==> src/rtl/sst_pkg.sv <==
package sst_pkg;

	// Actions carried by a request transaction.
	localparam logic [1:0] ACT_OPEN    = 2'd0;
	localparam logic [1:0] ACT_CLOSE   = 2'd1;
	localparam logic [1:0] ACT_LOOKUP  = 2'd2;
	localparam logic [1:0] ACT_INSTALL = 2'd3;

	// Status codes returned with every response.
	localparam logic [2:0] ST_OK        = 3'd0;
	localparam logic [2:0] ST_FULL      = 3'd1;
	localparam logic [2:0] ST_NOT_FOUND = 3'd2;
	localparam logic [2:0] ST_DUPLICATE = 3'd3;
	localparam logic [2:0] ST_UNDERFLOW = 3'd4;

	typedef struct packed {
		logic [1:0]  action;
		logic [63:0] name_key;
		logic [7:0]  entry_kind;
	} req_t;

	typedef struct packed {
		logic [2:0] status;
		logic [7:0] entry_index;
		logic [5:0] scope_depth;
	} rsp_t;

	// Datapath operations selected by the microcode.
	localparam int OP_W = 4;
	typedef logic [OP_W-1:0] op_t;
	localparam op_t OP_NONE      = 4'd0;
	localparam op_t OP_LATCH     = 4'd1;
	localparam op_t OP_OPEN      = 4'd2;
	localparam op_t OP_CLOSE     = 4'd3;
	localparam op_t OP_LOAD_START = 4'd4;
	localparam op_t OP_INIT_ALL  = 4'd5;
	localparam op_t OP_INIT_SCOPE = 4'd6;
	localparam op_t OP_SCAN_LKP  = 4'd7;
	localparam op_t OP_SCAN_INS  = 4'd8;
	localparam op_t OP_APPEND    = 4'd9;
	localparam op_t OP_EMIT      = 4'd10;

	// Branch conditions.
	localparam int COND_W = 3;
	typedef logic [COND_W-1:0] cond_t;
	localparam cond_t C_ALWAYS    = 3'd0;
	localparam cond_t C_IN_VALID  = 3'd1;
	localparam cond_t C_CAN_CLOSE = 3'd2;
	localparam cond_t C_SCAN_DONE = 3'd3;
	localparam cond_t C_OUT_FREE  = 3'd4;

	localparam int STEP_W = 4;
	typedef logic [STEP_W-1:0] step_t;

	typedef struct packed {
		op_t   op;
		cond_t cond;
		logic  dispatch;
		step_t target_t;
		step_t target_f;
	} ctrl_word_t;

	// Datapath status seen by the sequencer.
	typedef struct packed {
		logic       in_valid;
		logic [1:0] action;
		logic       can_close;
		logic       scan_done;
		logic       out_free;
	} seq_flags_t;

endpackage

==> src/rtl/sst_seq.sv <==
module sst_seq
	import sst_pkg::*;
(
	input  logic       clk,
	input  logic       arst_n,
	input  seq_flags_t flags,
	output ctrl_word_t cw
);

	localparam step_t S_IDLE     = 4'd0;
	localparam step_t S_OPEN     = 4'd1;
	localparam step_t S_CLOSE    = 4'd2;
	localparam step_t S_LOOKUP   = 4'd3;
	localparam step_t S_INSTALL  = 4'd4;
	localparam step_t S_FETCH    = 4'd5;
	localparam step_t S_SCAN_LKP = 4'd6;
	localparam step_t S_SCAN_INS = 4'd7;
	localparam step_t S_APPEND   = 4'd8;
	localparam step_t S_RESULT   = 4'd9;

	// The program. The idle step dispatches on the action: the four action
	// handlers sit at consecutive steps starting at S_OPEN.
	function automatic ctrl_word_t prog(input step_t s);
		ctrl_word_t w;
		case (s)
			S_IDLE:     w = '{OP_LATCH,      C_IN_VALID,  1'b1, S_OPEN,     S_IDLE};
			S_OPEN:     w = '{OP_OPEN,       C_ALWAYS,    1'b0, S_RESULT,   S_RESULT};
			S_CLOSE:    w = '{OP_CLOSE,      C_CAN_CLOSE, 1'b0, S_FETCH,    S_RESULT};
			S_LOOKUP:   w = '{OP_INIT_ALL,   C_ALWAYS,    1'b0, S_SCAN_LKP, S_SCAN_LKP};
			S_INSTALL:  w = '{OP_INIT_SCOPE, C_ALWAYS,    1'b0, S_SCAN_INS, S_SCAN_INS};
			S_FETCH:    w = '{OP_LOAD_START, C_ALWAYS,    1'b0, S_RESULT,   S_RESULT};
			S_SCAN_LKP: w = '{OP_SCAN_LKP,   C_SCAN_DONE, 1'b0, S_RESULT,   S_SCAN_LKP};
			S_SCAN_INS: w = '{OP_SCAN_INS,   C_SCAN_DONE, 1'b0, S_APPEND,   S_SCAN_INS};
			S_APPEND:   w = '{OP_APPEND,     C_ALWAYS,    1'b0, S_RESULT,   S_RESULT};
			S_RESULT:   w = '{OP_EMIT,       C_OUT_FREE,  1'b0, S_IDLE,     S_RESULT};
			default:    w = '{OP_NONE,       C_ALWAYS,    1'b0, S_IDLE,     S_IDLE};
		endcase
		return w;
	endfunction

	step_t step_q;
	step_t step_next;
	logic  cond_true;

	assign cw = prog(step_q);

	always_comb begin
		case (cw.cond)
			C_ALWAYS:    cond_true = 1'b1;
			C_IN_VALID:  cond_true = flags.in_valid;
			C_CAN_CLOSE: cond_true = flags.can_close;
			C_SCAN_DONE: cond_true = flags.scan_done;
			C_OUT_FREE:  cond_true = flags.out_free;
			default:     cond_true = 1'b1;
		endcase
		if (!cond_true) begin
			step_next = cw.target_f;
		end else if (cw.dispatch) begin
			step_next = cw.target_t + step_t'(flags.action);
		end else begin
			step_next = cw.target_t;
		end
	end

	always_ff @(posedge clk or negedge arst_n) begin
		if (!arst_n) begin
			step_q <= S_IDLE;
		end else begin
			step_q <= step_next;
		end
	end

endmodule
==> config.mk <==
export PLATFORM = sky130hd
export DESIGN_NAME = sst_seq
export DESIGN_NICKNAME = d
export VERILOG_FILES = /design/src/rtl/sst_pkg.sv /design/src/rtl/sst_seq.sv
export SDC_FILE = /design/constraint.sdc
export NUM_CORES = 1
export LEC_CHECK = 0
export ABC_AREA = 1
export CORE_AREA = 3 3 40 42
export DETAILED_ROUTE_END_ITERATION = 10
export DIE_AREA = 0 0 43 45
export DONT_BUFFER_PORTS = 1
export MAX_ROUTING_LAYER = met4
export PLACE_DENSITY_LB_ADDON = 0.1
export SETUP_SLACK_MARGIN = 0.02
export SYNTH_ARGS = -nofsm -noshare
export SYNTH_HDL_FRONTEND = slang
export SYNTH_SLANG_ARGS = --single-unit
==> constraint.sdc <==
create_clock -name clk -period 2.5 [get_ports clk]
set_clock_uncertainty 0.2 [all_clocks]
set_input_delay 0.25 -clock clk [delete_from_list [all_inputs] [get_ports clk]]
set_output_delay 0.25 -clock clk [all_outputs]
set_load 0.01 [all_outputs]
==> impl_metrics.env <==
export IMPL_clk_path_buf_depth=2
export IMPL_cp_required_ns=2.47
export IMPL_timing_final_crit_share=0.915
export IMPL_largest_reg_flops=4
export IMPL_wirelength_mm=1.36
export IMPL_whs_ns=0.0805
export IMPL_pwr_share_seq=0.136
export IMPL_drc_errors=0
export IMPL_fmax_mhz=437
export IMPL_via_per_inst=5.22
export IMPL_cts_max_level=1
export IMPL_filler_cell_count=146
export IMPL_portBuffers=0
export IMPL_tns_ns=0
export IMPL_switching_share=0.592
export IMPL_vdd_drop_max_uv=594
export IMPL_drtPass1Iterations=4
export IMPL_tightest_slew_ns=0.603
export IMPL_status="finished clean"
export IMPL_clk_pin_slew_ns=0.04
export IMPL_num_rows=13
export IMPL_die_h_um=45
export IMPL_cts_buffers=3
export IMPL_die_w_um=43
export IMPL_finalWeightedCongestion=0.764
export IMPL_syn_inst=89
export IMPL_drtIter0Drc=16
export IMPL_route_vias_total=579
export IMPL_ys_warnings_count=0
export IMPL_largest_register="step_q"
export IMPL_wl_per_cell_um=12.2
export IMPL_ios=24
export IMPL_grt_pass1_wl_mm=2.18
export IMPL_critPathMaxFanout=4
export IMPL_nNetsFinal=114
export IMPL_dieArea_um2=1940
export IMPL_fin_crit_ns=2.29
export IMPL_yosys_area_top_type_share=0.175
export IMPL_clk_latency_ns=0.23
export IMPL_worstSetupPathType="register to register"
export IMPL_hold_violations=0
export IMPL_n_antenna_cell=0
export IMPL_synth_nets=105
export IMPL_maxCapViolations=0
export IMPL_synth_area_um2=572
export IMPL_crit_arrival_ns=2.26
export IMPL_area_growth_pct=14.4
export IMPL_p_int_mw=0.389
export IMPL_clock_sinks=4
export IMPL_initial_utilization=0.445
export IMPL_power_frac_comb=0.781
export IMPL_ys_seq_area_frac=0.175
export IMPL_rsz0062_at_grt="false"
export IMPL_grt_ovfl_total=0
export IMPL_cts_root_buf="clkbuf_4"
export IMPL_synth_seq_cells=4
export IMPL_worstSetupEndpointType="register"
export IMPL_grt_pass1_vias=506
export IMPL_hold_path_class="input port to asynchronous set/reset pin"
export IMPL_pwr_share_clk=0.083
export IMPL_rrSetupSlack_ns=0.21
export IMPL_dp_hpwl_mm=1.14
export IMPL_grt_usage=0.157
export IMPL_synth_distinct_cells=21
export IMPL_p_sw_mw=0.564
export IMPL_cts_tree="done"
export IMPL_report_final_setup_viol=0
export IMPL_antenna_found_initial=0
export IMPL_cp_start_kind="register"
export IMPL_powerDensity_nw_per_um2=1460
export IMPL_cellLeakagePower_nw=0.372
export IMPL_drive_gt1_frac=0.177
export IMPL_coreArea_um2=1280
export IMPL_reg_top3="step_q: 4 flops"
export IMPL_relSlewSlack=0.598
export IMPL_syn_avg_cell_area_um2=6.42
export IMPL_synth_largest_area_cell="dfrtp_1"
export IMPL_grt_max_degree=11
export IMPL_ys_top_cells_by_area="dfrtp_1, ha_1, nand2_1"
export IMPL_ff2ff_path_depth=13
export IMPL_final_max_slew_violation_count=0
export IMPL_drtAntennaViolNets=0
stage by stage:
step	power [mW]	cell area, µm²	cells	utilization	setup slack, ns
2_1_floorplan	0.697	572	89	-	0.0893
3_3_place_gp	0.866	616	107	0.479	0.202
3_5_place_dp	0.865	616	107	0.479	0.184
4_1_cts	0.953	648	111	0.504	0.165
5_1_grt	1.07	654	111	0.509	0.0398
6_report	0.953	654	111	0.509	0.213
metal layers:
layer,vias to the layer above,routed length [µm],share of wire,track usage
met5,-,0,0,-
met3,2,97,0.071,0.0478
met2,19,607,0.45,0.237
met1,258,635,0.47,0.186
met4,0,16,0.012,0.0904
li1,300,-,-,-
Yosys cell counts (all sizes together):
cell type	instances
or2	1
a21boi	1
nor3	2
o31ai	2
o21bai	1
buf	2
o21ai	7
ha	7
nand2	22
nand3	11
xnor2	1
dfrtp	4
nor2	5
a21oi	6
fa	1
inv	16
power by group through the flow:
stage,combinational [mW],sequential [mW],clock (mW)
2_1_floorplan,0.567,0.130,0
6_report,0.744,0.129,0.0793
4_1_cts,0.743,0.127,0.0822
5_1_grt,0.842,0.134,0.0893
3_5_place_dp,0.736,0.129,0
3_3_place_gp,0.739,0.127,0
what timing repair did:
action / in CTS / in global routing
endpoints found under the setup margin: 0 / 2
endpoints found under the hold margin: 4 / 0
hold buffers: 1 / 0
resized for setup: 0 / 3
buffers inserted: 0 / 0
layout make-up:
class / count / area [µm²] / share of cell area
inverter: 16 / 60.1 / 0.0918
clock buffer: 3 / 22.5 / 0.0344
timing repair buffer: 6 / 47.5 / 0.0727
sequential: 4 / 100 / 0.153
tap: 15 / 18.8 / 0.0287
multi-input combinational: 67 / 405 / 0.620
kinds of logic (layout without fill, tap and decap cells):
group,after synthesis,after routing,synth area share
simple gates,41,41,0.328
compound gates,17,17,0.166
flops,4,4,0.175
fa+ha+maj,8,8,0.188
xor+xnor,1,1,0.0153
buf+inv,18,25,0.127
final timing paths:
| check | endpoint | from |
|---|---|---|
| max | step_q[2] | step_q[0] |
| min | step_q[1] | arst_n |
| max reg2reg | step_q[2] | step_q[0] |
| min reg2reg | step_q[3] | step_q[1] |
| max in group asynchronous | step_q[0] | arst_n |
| min in group clk | step_q[0] | flags[0] |
cells in the final DEF, fill, tap and decap left out, drive strengths merged:
master       Yosys  layout
ha               7       7
a21oi            6       6
fa               1       1
buf              2       5
xnor2            1       1
nand2           22      22
or2              1       1
a21boi           1       1
o21ai            7       7
o21bai           1       1
nor3             2       2
nand3           11      11
dfrtp            4       4
o31ai            2       2
nor2             5       5
dlygate4sd3      0       1
clkbuf           0       3
inv             16      16
critical path, cell delays in order (launching register included):
cell and delay, ns:
dfrtp_1 0.41, inv_1 0.13, ha_1 0.18, nand2_1 0.07, nand2_1 0.07, inv_1 0.06
a21oi_2 0.12, ha_2 0.19, inv_1 0.05, fa_1 0.35, nor2_1 0.14, xnor2_1 0.14
nand2_1 0.07, nand2_1 0.05
(Power assumes the default switching activity.)
